File: src/rtl/sorted_deadline_alarm_queue_unit_macros.svh
// ---------------------------------------------------------------------------
// Assertion macros for the sorted deadline alarm queue unit.
// Concurrent checks on clk_i, optionally gated by the active-low reset.
// ---------------------------------------------------------------------------
`ifndef SORTED_DEADLINE_ALARM_QUEUE_UNIT_MACROS_SVH
`define SORTED_DEADLINE_ALARM_QUEUE_UNIT_MACROS_SVH

`ifndef NO_ASSERTIONS
// Checked only while the block is out of reset.
`define SDAQ_ASSERT(label, prop, msg) \
  label: assert property (@(posedge clk_i) disable iff (!rst_ni) prop) else $error(msg);
// Checked at every edge, reset included.
`define SDAQ_ASSERT_ALWAYS(label, prop, msg) \
  label: assert property (@(posedge clk_i) prop) else $error(msg);
`else
`define SDAQ_ASSERT(label, prop, msg)
`define SDAQ_ASSERT_ALWAYS(label, prop, msg)
`endif

`endif

File: src/rtl/sdaq_pkg.sv
// ---------------------------------------------------------------------------
// sdaq_pkg
// Shared types and codes of the sorted deadline alarm queue.
// ---------------------------------------------------------------------------
`timescale 1ns / 1ps

package sdaq_pkg;

  localparam int unsigned QUEUE_DEPTH_DEF = 16;

  typedef enum logic {
    OP_INSERT = 1'b0,
    OP_TICK   = 1'b1
  } op_e;

  typedef enum logic [1:0] {
    KIND_ACCEPTED = 2'd0,
    KIND_FULL     = 2'd1,
    KIND_EXPIRED  = 2'd2
  } kind_e;

  // One queue entry as held by a cell.
  typedef struct packed {
    logic        valid;
    logic [31:0] deadline;
    logic [15:0] seconds;
    logic [15:0] tag;
  } entry_t;

  // Operation broadcast to every cell of the chain.
  typedef struct packed {
    logic ins;
    logic pop;
  } ctrl_t;

endpackage

File: src/rtl/sdaq_cell.sv
// ---------------------------------------------------------------------------
// sdaq_cell
// One slot of the sorted chain: keeps its entry, takes the new entry,
// takes its left neighbor on an insert shift or its right neighbor on a pop.
// ---------------------------------------------------------------------------
`timescale 1ns / 1ps

module sdaq_cell (
  input  logic            clk_i,
  input  logic            rst_ni,
  input  sdaq_pkg::ctrl_t  ctrl_i,
  input  sdaq_pkg::entry_t new_i,
  input  sdaq_pkg::entry_t prev_i,
  input  logic            prev_ge_i,
  input  sdaq_pkg::entry_t next_i,
  output sdaq_pkg::entry_t cell_o,
  output logic            ge_o
);
  import sdaq_pkg::*;

  entry_t cell_q;
  entry_t cell_d;
  logic   take_new;

  // Sorted chain: ge_o is zero up to the insert point, then one while valid.
  assign ge_o = cell_q.valid && (cell_q.deadline >= new_i.deadline);

  // The new entry lands in the first cell at or after its deadline, or in the
  // first empty cell when every stored deadline is earlier.
  assign take_new = !prev_ge_i && (ge_o || (!cell_q.valid && prev_i.valid));

  always_comb begin
    cell_d = cell_q;
    if (ctrl_i.ins) begin
      if (prev_ge_i) begin
        cell_d = prev_i;
      end else if (take_new) begin
        cell_d = new_i;
      end
    end else if (ctrl_i.pop) begin
      cell_d = next_i;
    end
  end

  always_ff @(posedge clk_i or negedge rst_ni) begin
    if (!rst_ni) begin
      cell_q <= '0;
    end else begin
      cell_q <= cell_d;
    end
  end

  assign cell_o = cell_q;

endmodule

File: src/rtl/sorted_deadline_alarm_queue_unit.sv
// ---------------------------------------------------------------------------
// sorted_deadline_alarm_queue_unit
// Deadline-ordered alarm queue built as a chain of cells plus a held slot.
// ---------------------------------------------------------------------------
//   channel  direction  handshake                 payload
//   in       input      in_valid_i / in_stall_o   op, delay_seconds, msg_tag
//   out      output     out_valid_o / out_stall_i kind, out_seconds, out_tag, last
//
// An insert shifts the cell chain or fills the held slot when it is taken; a
// full rejection leaves both. Either then issues its status transfer once the
// output is free. A tick advances time when taken; each alarm that a tick or
// an insert releases then moves in turn into the pending result register, and
// the final result is handed on. Reset clears time, held slot and all cell
// valid bits at once. Output stalls hold the drain; a new input is taken once
// the last result of the previous item, if any, sits in the output register.
// ---------------------------------------------------------------------------
`timescale 1ns / 1ps

`include "sorted_deadline_alarm_queue_unit_macros.svh"

module sorted_deadline_alarm_queue_unit #(
  parameter int unsigned QUEUE_DEPTH = sdaq_pkg::QUEUE_DEPTH_DEF
) (
  input  logic        clk_i,
  input  logic        rst_ni,
  input  logic        in_valid_i,
  output logic        in_stall_o,
  input  logic        op_i,
  input  logic [15:0] delay_seconds_i,
  input  logic [15:0] msg_tag_i,
  output logic        out_valid_o,
  input  logic        out_stall_i,
  output logic [1:0]  kind_o,
  output logic [15:0] out_seconds_o,
  output logic [15:0] out_tag_o,
  output logic        last_o
);
  import sdaq_pkg::*;

  typedef enum logic {
    ST_IDLE,
    ST_DRAIN
  } state_e;

  state_e      state_q;
  logic [31:0] now_q;

  logic        held_valid_q;
  logic [31:0] held_deadline_q;
  logic [15:0] held_seconds_q;
  logic [15:0] held_tag_q;

  logic        pend_valid_q;
  kind_e       pend_kind_q;
  logic [15:0] pend_seconds_q;
  logic [15:0] pend_tag_q;

  logic        out_valid_q;
  kind_e       out_kind_q;
  logic [15:0] out_seconds_q;
  logic [15:0] out_tag_q;
  logic        out_last_q;

  entry_t                 cell_w [QUEUE_DEPTH];
  entry_t                 prev_w [QUEUE_DEPTH];
  entry_t                 next_w [QUEUE_DEPTH];
  logic [QUEUE_DEPTH-1:0] ge_w;
  logic [QUEUE_DEPTH-1:0] prev_ge_w;

  entry_t new_entry;
  ctrl_t  ctrl;
  logic   accept;
  logic   full;
  logic   out_free;
  logic   held_due;
  logic   advance;

  assign accept    = in_valid_i && !in_stall_o;
  assign in_stall_o = (state_q != ST_IDLE);
  assign full      = cell_w[QUEUE_DEPTH-1].valid;
  assign out_free  = !out_valid_q || !out_stall_i;
  assign held_due  = held_valid_q && (held_deadline_q <= now_q);
  // A drain step runs when there is no pending result or it can be handed on.
  assign advance   = (state_q == ST_DRAIN) && (!pend_valid_q || out_free);

  assign new_entry.valid    = 1'b1;
  assign new_entry.deadline = now_q + {16'b0, delay_seconds_i};
  assign new_entry.seconds  = delay_seconds_i;
  assign new_entry.tag      = msg_tag_i;

  // With the held slot empty the chain is empty too, so the insert goes there.
  assign ctrl.ins = accept && (op_i == OP_INSERT) && held_valid_q && !full;
  assign ctrl.pop = advance && held_due && cell_w[0].valid;

  for (genvar g = 0; g < QUEUE_DEPTH; g++) begin : g_cell
    if (g == 0) begin : g_first
      // The slot left of the head counts as occupied and never shifts.
      assign prev_w[g]    = '{valid: 1'b1, deadline: '0, seconds: '0, tag: '0};
      assign prev_ge_w[g] = 1'b0;
    end else begin : g_inner
      assign prev_w[g]    = cell_w[g-1];
      assign prev_ge_w[g] = ge_w[g-1];
    end
    if (g == QUEUE_DEPTH - 1) begin : g_tail
      assign next_w[g] = '{valid: 1'b0, deadline: '0, seconds: '0, tag: '0};
    end else begin : g_body
      assign next_w[g] = cell_w[g+1];
    end

    sdaq_cell u_cell (
      .clk_i     (clk_i),
      .rst_ni    (rst_ni),
      .ctrl_i    (ctrl),
      .new_i     (new_entry),
      .prev_i    (prev_w[g]),
      .prev_ge_i (prev_ge_w[g]),
      .next_i    (next_w[g]),
      .cell_o    (cell_w[g]),
      .ge_o      (ge_w[g])
    );
  end

  always_ff @(posedge clk_i or negedge rst_ni) begin
    if (!rst_ni) begin
      state_q         <= ST_IDLE;
      now_q           <= '0;
      held_valid_q    <= 1'b0;
      held_deadline_q <= '0;
      held_seconds_q  <= '0;
      held_tag_q      <= '0;
      pend_valid_q    <= 1'b0;
      pend_kind_q     <= KIND_ACCEPTED;
      pend_seconds_q  <= '0;
      pend_tag_q      <= '0;
      out_valid_q     <= 1'b0;
      out_kind_q      <= KIND_ACCEPTED;
      out_seconds_q   <= '0;
      out_tag_q       <= '0;
      out_last_q      <= 1'b0;
    end else begin
      if (out_valid_q && !out_stall_i && !(advance && pend_valid_q)) begin
        out_valid_q <= 1'b0;
      end
      case (state_q)
        ST_IDLE: begin
          if (accept) begin
            state_q        <= ST_DRAIN;
            pend_seconds_q <= delay_seconds_i;
            pend_tag_q     <= msg_tag_i;
            if (op_i == OP_TICK) begin
              now_q        <= now_q + 32'd1;
              pend_valid_q <= 1'b0;
            end else if (full) begin
              pend_valid_q <= 1'b1;
              pend_kind_q  <= KIND_FULL;
            end else begin
              pend_valid_q <= 1'b1;
              pend_kind_q  <= KIND_ACCEPTED;
              if (!held_valid_q) begin
                held_valid_q    <= 1'b1;
                held_deadline_q <= new_entry.deadline;
                held_seconds_q  <= delay_seconds_i;
                held_tag_q      <= msg_tag_i;
              end
            end
          end
        end
        ST_DRAIN: begin
          if (advance) begin
            if (pend_valid_q) begin
              out_valid_q   <= 1'b1;
              out_kind_q    <= pend_kind_q;
              out_seconds_q <= pend_seconds_q;
              out_tag_q     <= pend_tag_q;
              out_last_q    <= !held_due;
            end
            if (held_due) begin
              // Fire the held alarm and refill the slot from the chain head.
              pend_valid_q   <= 1'b1;
              pend_kind_q    <= KIND_EXPIRED;
              pend_seconds_q <= held_seconds_q;
              pend_tag_q     <= held_tag_q;
              if (cell_w[0].valid) begin
                held_deadline_q <= cell_w[0].deadline;
                held_seconds_q  <= cell_w[0].seconds;
                held_tag_q      <= cell_w[0].tag;
              end else begin
                held_valid_q <= 1'b0;
              end
            end else begin
              pend_valid_q <= 1'b0;
              state_q      <= ST_IDLE;
            end
          end
        end
        default: begin
          state_q <= ST_IDLE;
        end
      endcase
    end
  end

  assign out_valid_o   = out_valid_q;
  assign kind_o        = out_kind_q;
  assign out_seconds_o = out_seconds_q;
  assign out_tag_o     = out_tag_q;
  assign last_o        = out_last_q;

  `SDAQ_ASSERT_ALWAYS(a_held_before_head, !held_valid_q |-> !cell_w[0].valid,
                      "chain head occupied while the held slot is empty")
  `SDAQ_ASSERT(a_full_has_held, cell_w[QUEUE_DEPTH-1].valid |-> held_valid_q,
               "full chain without a held alarm")
  `SDAQ_ASSERT(a_idle_not_due, (state_q == ST_IDLE && held_valid_q) |->
               (held_deadline_q > now_q), "due alarm left in the held slot at idle")
  `SDAQ_ASSERT(a_pend_in_drain, pend_valid_q |-> (state_q == ST_DRAIN),
               "pending result outside the drain")

endmodule

File: config.mk
export PLATFORM = sky130hd
export DESIGN_NAME = sorted_deadline_alarm_queue_unit
export DESIGN_NICKNAME = d
export VERILOG_FILES = /design/src/rtl/sdaq_pkg.sv /design/src/rtl/sdaq_cell.sv /design/src/rtl/sorted_deadline_alarm_queue_unit.sv
export VERILOG_INCLUDE_DIRS = /design/src /design/src/rtl
export SDC_FILE = /design/constraint.sdc
export NUM_CORES = 2
export LEC_CHECK = 0
export ABC_AREA = 1
export BUFFER_PORTS_ARGS = -buffer_cell sky130_fd_sc_hd__buf_2
export CAP_MARGIN = 10
export CORE_AREA = 4 4 500 502
export CTS_CLUSTER_SIZE = 24
export DETAILED_ROUTE_END_ITERATION = 12
export DIE_AREA = 0 0 504 506
export MAX_ROUTING_LAYER = met4
export REMOVE_ABC_BUFFERS = 1
export SLEW_MARGIN = 20
export SYNTH_ARGS = -nofsm -noshare
export SYNTH_HDL_FRONTEND = slang
export SYNTH_SLANG_ARGS = --single-unit
File: constraint.sdc
create_clock -name clk_i -period 4.9 [get_ports clk_i]
set_input_delay 0.98 -clock clk_i [delete_from_list [all_inputs] [get_ports clk_i]]
set_output_delay 0.98 -clock clk_i [all_outputs]
set_load 0.1 [all_outputs]
==> qor_table.md <==
| Metric | This run | Unit |
|:---|:---|:---|
| Result of the run | finished clean | - |
| Clock power share | 21.8 | % |
| Vias in the first global route | 78700 | - |
| Data arrival time of the critical path | 5.45 | ns |
| Vias per cell | 4.99 | - |
| Busiest grt layer | met2 | - |
| Final count of negative-setup-slack endpoints | 0 | - |
| Detailed-route wire length | 299000 | µm |
| Depth of the worst register-to-register path | 36 | - |
| Post-detailed-route count of antenna-violating nets | 0 | - |
| Startpoint Class | flip-flop | - |
| DRC errors left | 0 | - |
| Pwr dens | 508 | mW/mm² |
| Layout net count | 14000 | - |
| Met3 usage | 2.80 | % |
| Final design utilization | 41.1 | % |
| Switching share of power | 44.8 | % |
| Share of synthesized cell area in full adder, half adder and majority cells | 7.52 | % |
| RSZ-0062 raised after global routing | yes | - |
| Share of the cycle needed by the critical path after routing | 97.7 | % |
| Placed instance area | 0.0934 | mm² |
| Num ports | 74 | - |
| Pin slew with the least headroom to its limit | 1.29 | ns |
| DPL Wire Length | 199000 | µm |
| Residual overflow from global routing | 0 | - |
| Synth Flop Type | dfrtp_1 | - |
| TritonCTS clock tree | yes | - |
| Core area | 0.245 | mm² |
| Tot GR Track Use | 22.7 | % |
| Share of the yosys chip area belonging to registers | 35.3 | % |
| RR Endpoint | g_cell[14].u_cell.cell_o[7]$_DFFE_PN0P_ | - |
| Seq cells post-synth | 1209 | - |
| Required time at the worst-slack endpoint | 5.56 | ns |
| Share of power burned in combinational logic | 43.9 | % |
| Leak Pwr | 54.1 | nW |
| Startpoint of the worst-slack reg-to-reg timing path | now_q[2]$_DFFE_PN0P_ | - |
| CTS Buf Count | 151 | - |
| Hold-fix buffers, CTS | 0 | - |
| Sink count of the clock tree | 1209 | - |
| Element type at the critical path end | flip-flop | - |
| Number of violations reported at the end of detailed-routing iteration 0 | 8030 | - |
| Upper clock frequency limit | 0.209 | GHz |
| Max Root-Sink Buffers | 3 | - |
| Overall power consumption | 0.0512 | W |
| Number of distinct library cells after synthesis | 48 | - |
| Seq pwr share | 34.3 | % |
| Type of the worst setup path | reg -> reg | - |
| Cell area after technology mapping | 0.0857 | mm² |
| First drt pass iteration count | 6 | - |
| Global Route met1 Usage | 32.9 | % |
| Largest net degree at the start of global routing | 198 | - |
| Global-route wire length before repair | 463000 | µm |
| Die span in x | 504 | µm |
| Syn Inst Count | 13400 | - |
| Height of the chip | 506 | µm |
| Portion of netlist area occupied by mux cells | 0 | % |
| Final instance area | 0.101 | mm² |
| Crit-path max cell delay | 0.43 | ns |
| Main combinational cell family by area after synthesis | simple AND/OR/NAND/NOR gates | - |
| Die footprint | 0.255 | mm² |
| Number of placement rows | 182 | - |
| Sequential cell area | 0.0303 | mm² |
| Fraction of layout instances using a drive strength above 1 | 9.46 | % |
| Min Clock Period, post-route | 4.79 | ns |
| Clock tree root buffer cell | clkbuf_16 | - |
| Simple-gate share of the synthesized area | 41.2 | % |
| Dominant cells by area after synthesis | dfrtp_1 (35%), nand2_1 (28%), nand3_1 (11%), ha_1 (7.5%), inv_1 (5.7%) | - |
| Placement-stage worst setup slack | -1.18 | ns |
| Worst setup margin | 0.113 | ns |
| YS warnings | 0 | - |
| Final Max Tran Viols | 0 | - |
| Clock transition at the registers of the reported paths | 0.06 | ns |
| Cell count along the critical path | 36 | - |
| Cell type with the largest total area after synthesis | dfrtp_1 | - |
| Vias | 84000 | - |
| Final Hold Violating Endpoints | 0 | - |
| Internal | 0.0283 | W |
| Initial Utilization | 35.0 | % |
| IO buf count | 73 | - |
| # H-tree levels | 4 | - |
| Critical path's top delay family | simple AND/OR/NAND/NOR gates | - |
| RePlAce Congestion | 0.892 | - |
| Compound-cell area share of the yosys netlist | 4.84 | % |
| Initial antenna violation count | 7 | - |
| Relative slew margins | 14.3 | % |
| Synthesis-to-finish area growth | 17.6 | % |
| Top cell type's share of synthesized area | 35.3 | % |
| Standard cell with the maximum stage delay on the critical path | dfrtp_1 | - |
| Class of the worst hold path | in -> async | - |
| Footprint of the multi-input gates | 0.0478 | mm² |
| Mapped Avg Cell Area | 6.40 | µm² |
| Largest driver fanout on the critical path | 8 | - |
| Met2 Track Usage GR | 33.9 | % |
| Cell seen most often among critical-path stages | nand2_1 | - |
| Power dissipated by switching net loads | 0.0229 | W |
| VDD IR-drop max | 390 | µV |
| Xor and xnor fraction of the mapped netlist area | 0.592 | % |
| Number of synthesized flops with an enable pin | 0 | - |
| Final-layout fill cell count | 25400 | - |
| Skew final | 0.0433 | ns |
| Critical path buffer and inverter count | 9 | - |
| R2R Setup Slk | 0.11 | ns |
| Synth async-reset ratio | 100 | % |
| Max-cap violations | 0 | - |
| Detailed-route wire length per cell | 17.7 | µm |
| Clock Latency Late Sink | 0.81 | ns |
[per-stage QoR]
step	instances	TNS, ns	hold slack [ns]
floorplan	12500	-	0.442
global placement	16500	-915.60	0.457
detailed placement	16500	-958.01	0.456
CTS	16800	0	0.221
global route	16800	-7.06	0.254
finish	16800	0	0.213
[cells by family after synthesis]
logic type,Yosys count
compound gates,761
xor+xnor,58
fa+ha+maj,515
buf+inv,2181
flops,1209
simple gates,8679
[cell usage in the layout, fill, tap and decap left out, drive strengths merged, types with 172 or more instances in the layout]
cell type	instances
a21oi	211
buf	754
clkbuf	272
dfrtp	1209
ha	514
inv	1326
nand2	6472
nand3	1861
nor2	172
o21ai	432
[power by group through the flow]
stage / clock network [W] / logic (W) / registers [W]
final: 0.0112 / 0.0225 / 0.0175
after floorplan: 0 / 0.0136 / 0.0174
after CTS: 0.0114 / 0.0215 / 0.0174
after detailed placement: 0 / 0.0211 / 0.0176
after global placement: 0 / 0.0208 / 0.0176
after global routing: 0.0117 / 0.0255 / 0.0181
[metal layers]
layer	vias up	wire [µm]	part of all wire, %
met5	-	0	0
met4	0	6670	2.2
met3	377	18500	6.2
met2	2681	130000	44
met1	38700	143000	48
li1	42200	-	-
[Yosys cell counts (22+ instances only)]
master and instances:
buf_1 47, o21a_1 22, a211oi_1 45, nand3_1 1859, nand4_1 24, clkbuf_1 432
buf_2 262, nor2_1 152, nor3_1 133, nand2_1 6462, o21ai_0 424, ha_1 514
inv_1 1313, a21oi_1 210, xor2_1 52, dfrtp_1 1209, buf_4 97
[final cells by class]
type                            instances  share of cell area [%]
Sequential cell                      1209                    30.0
Antenna cell                            3                 0.00745
Timing Repair Buffer                  789                    8.79
Multi-Input combinational cell      10000                    47.4
Inverter                             1324                    4.95
Clock inverter                         35                   0.313
Tap cell                             3220                    4.00
Clock buffer                          239                    4.47
[registers in the layout, summed over array words and instances, names as in the netlist]
register	count
held_valid_q	1
out_seconds_o	16
last_o	1
held_tag_q	16
out_tag_o	16
held_seconds_q	16
in_stall_o	1
out_valid_o	1
pend_kind_q	2
g_cell.u_cell.cell_o	1040
pend_valid_q	1
kind_o	2
pend_seconds_q	16
pend_tag_q	16
held_deadline_q	32
now_q	32
[how the worst max path moves through the flow]
stage,from,to
final,now_q[2]$_DFFE_PN0P_,g_cell[14].u_cell.cell_o[7]$_DFFE_PN0P_
after global routing,now_q[0]$_DFFE_PN0P_,g_cell[14].u_cell.cell_o[24]$_DFFE_PN0P_
after CTS,now_q[2]$_DFFE_PN0P_,g_cell[11].u_cell.cell_o[43]$_DFFE_PN0P_
after detailed placement,delay_seconds_i[0],g_cell[7].u_cell.cell_o[29]$_DFFE_PN0P_
after global placement,delay_seconds_i[0],g_cell[7].u_cell.cell_o[4]$_DFFE_PN0P_
after floorplan,in_stall_o$_DFF_PN0_,g_cell[0].u_cell.cell_o[35]$_DFFE_PN0P_
[what timing repair did]
item                       in CTS  in global routing
pin swaps                      12                 64
setup endpoints to repair     918                937
buffers inserted               13                 38
resized for setup              37                183
cloned                          8                 38
No activity file was read; power rests on OpenSTA's default activity.
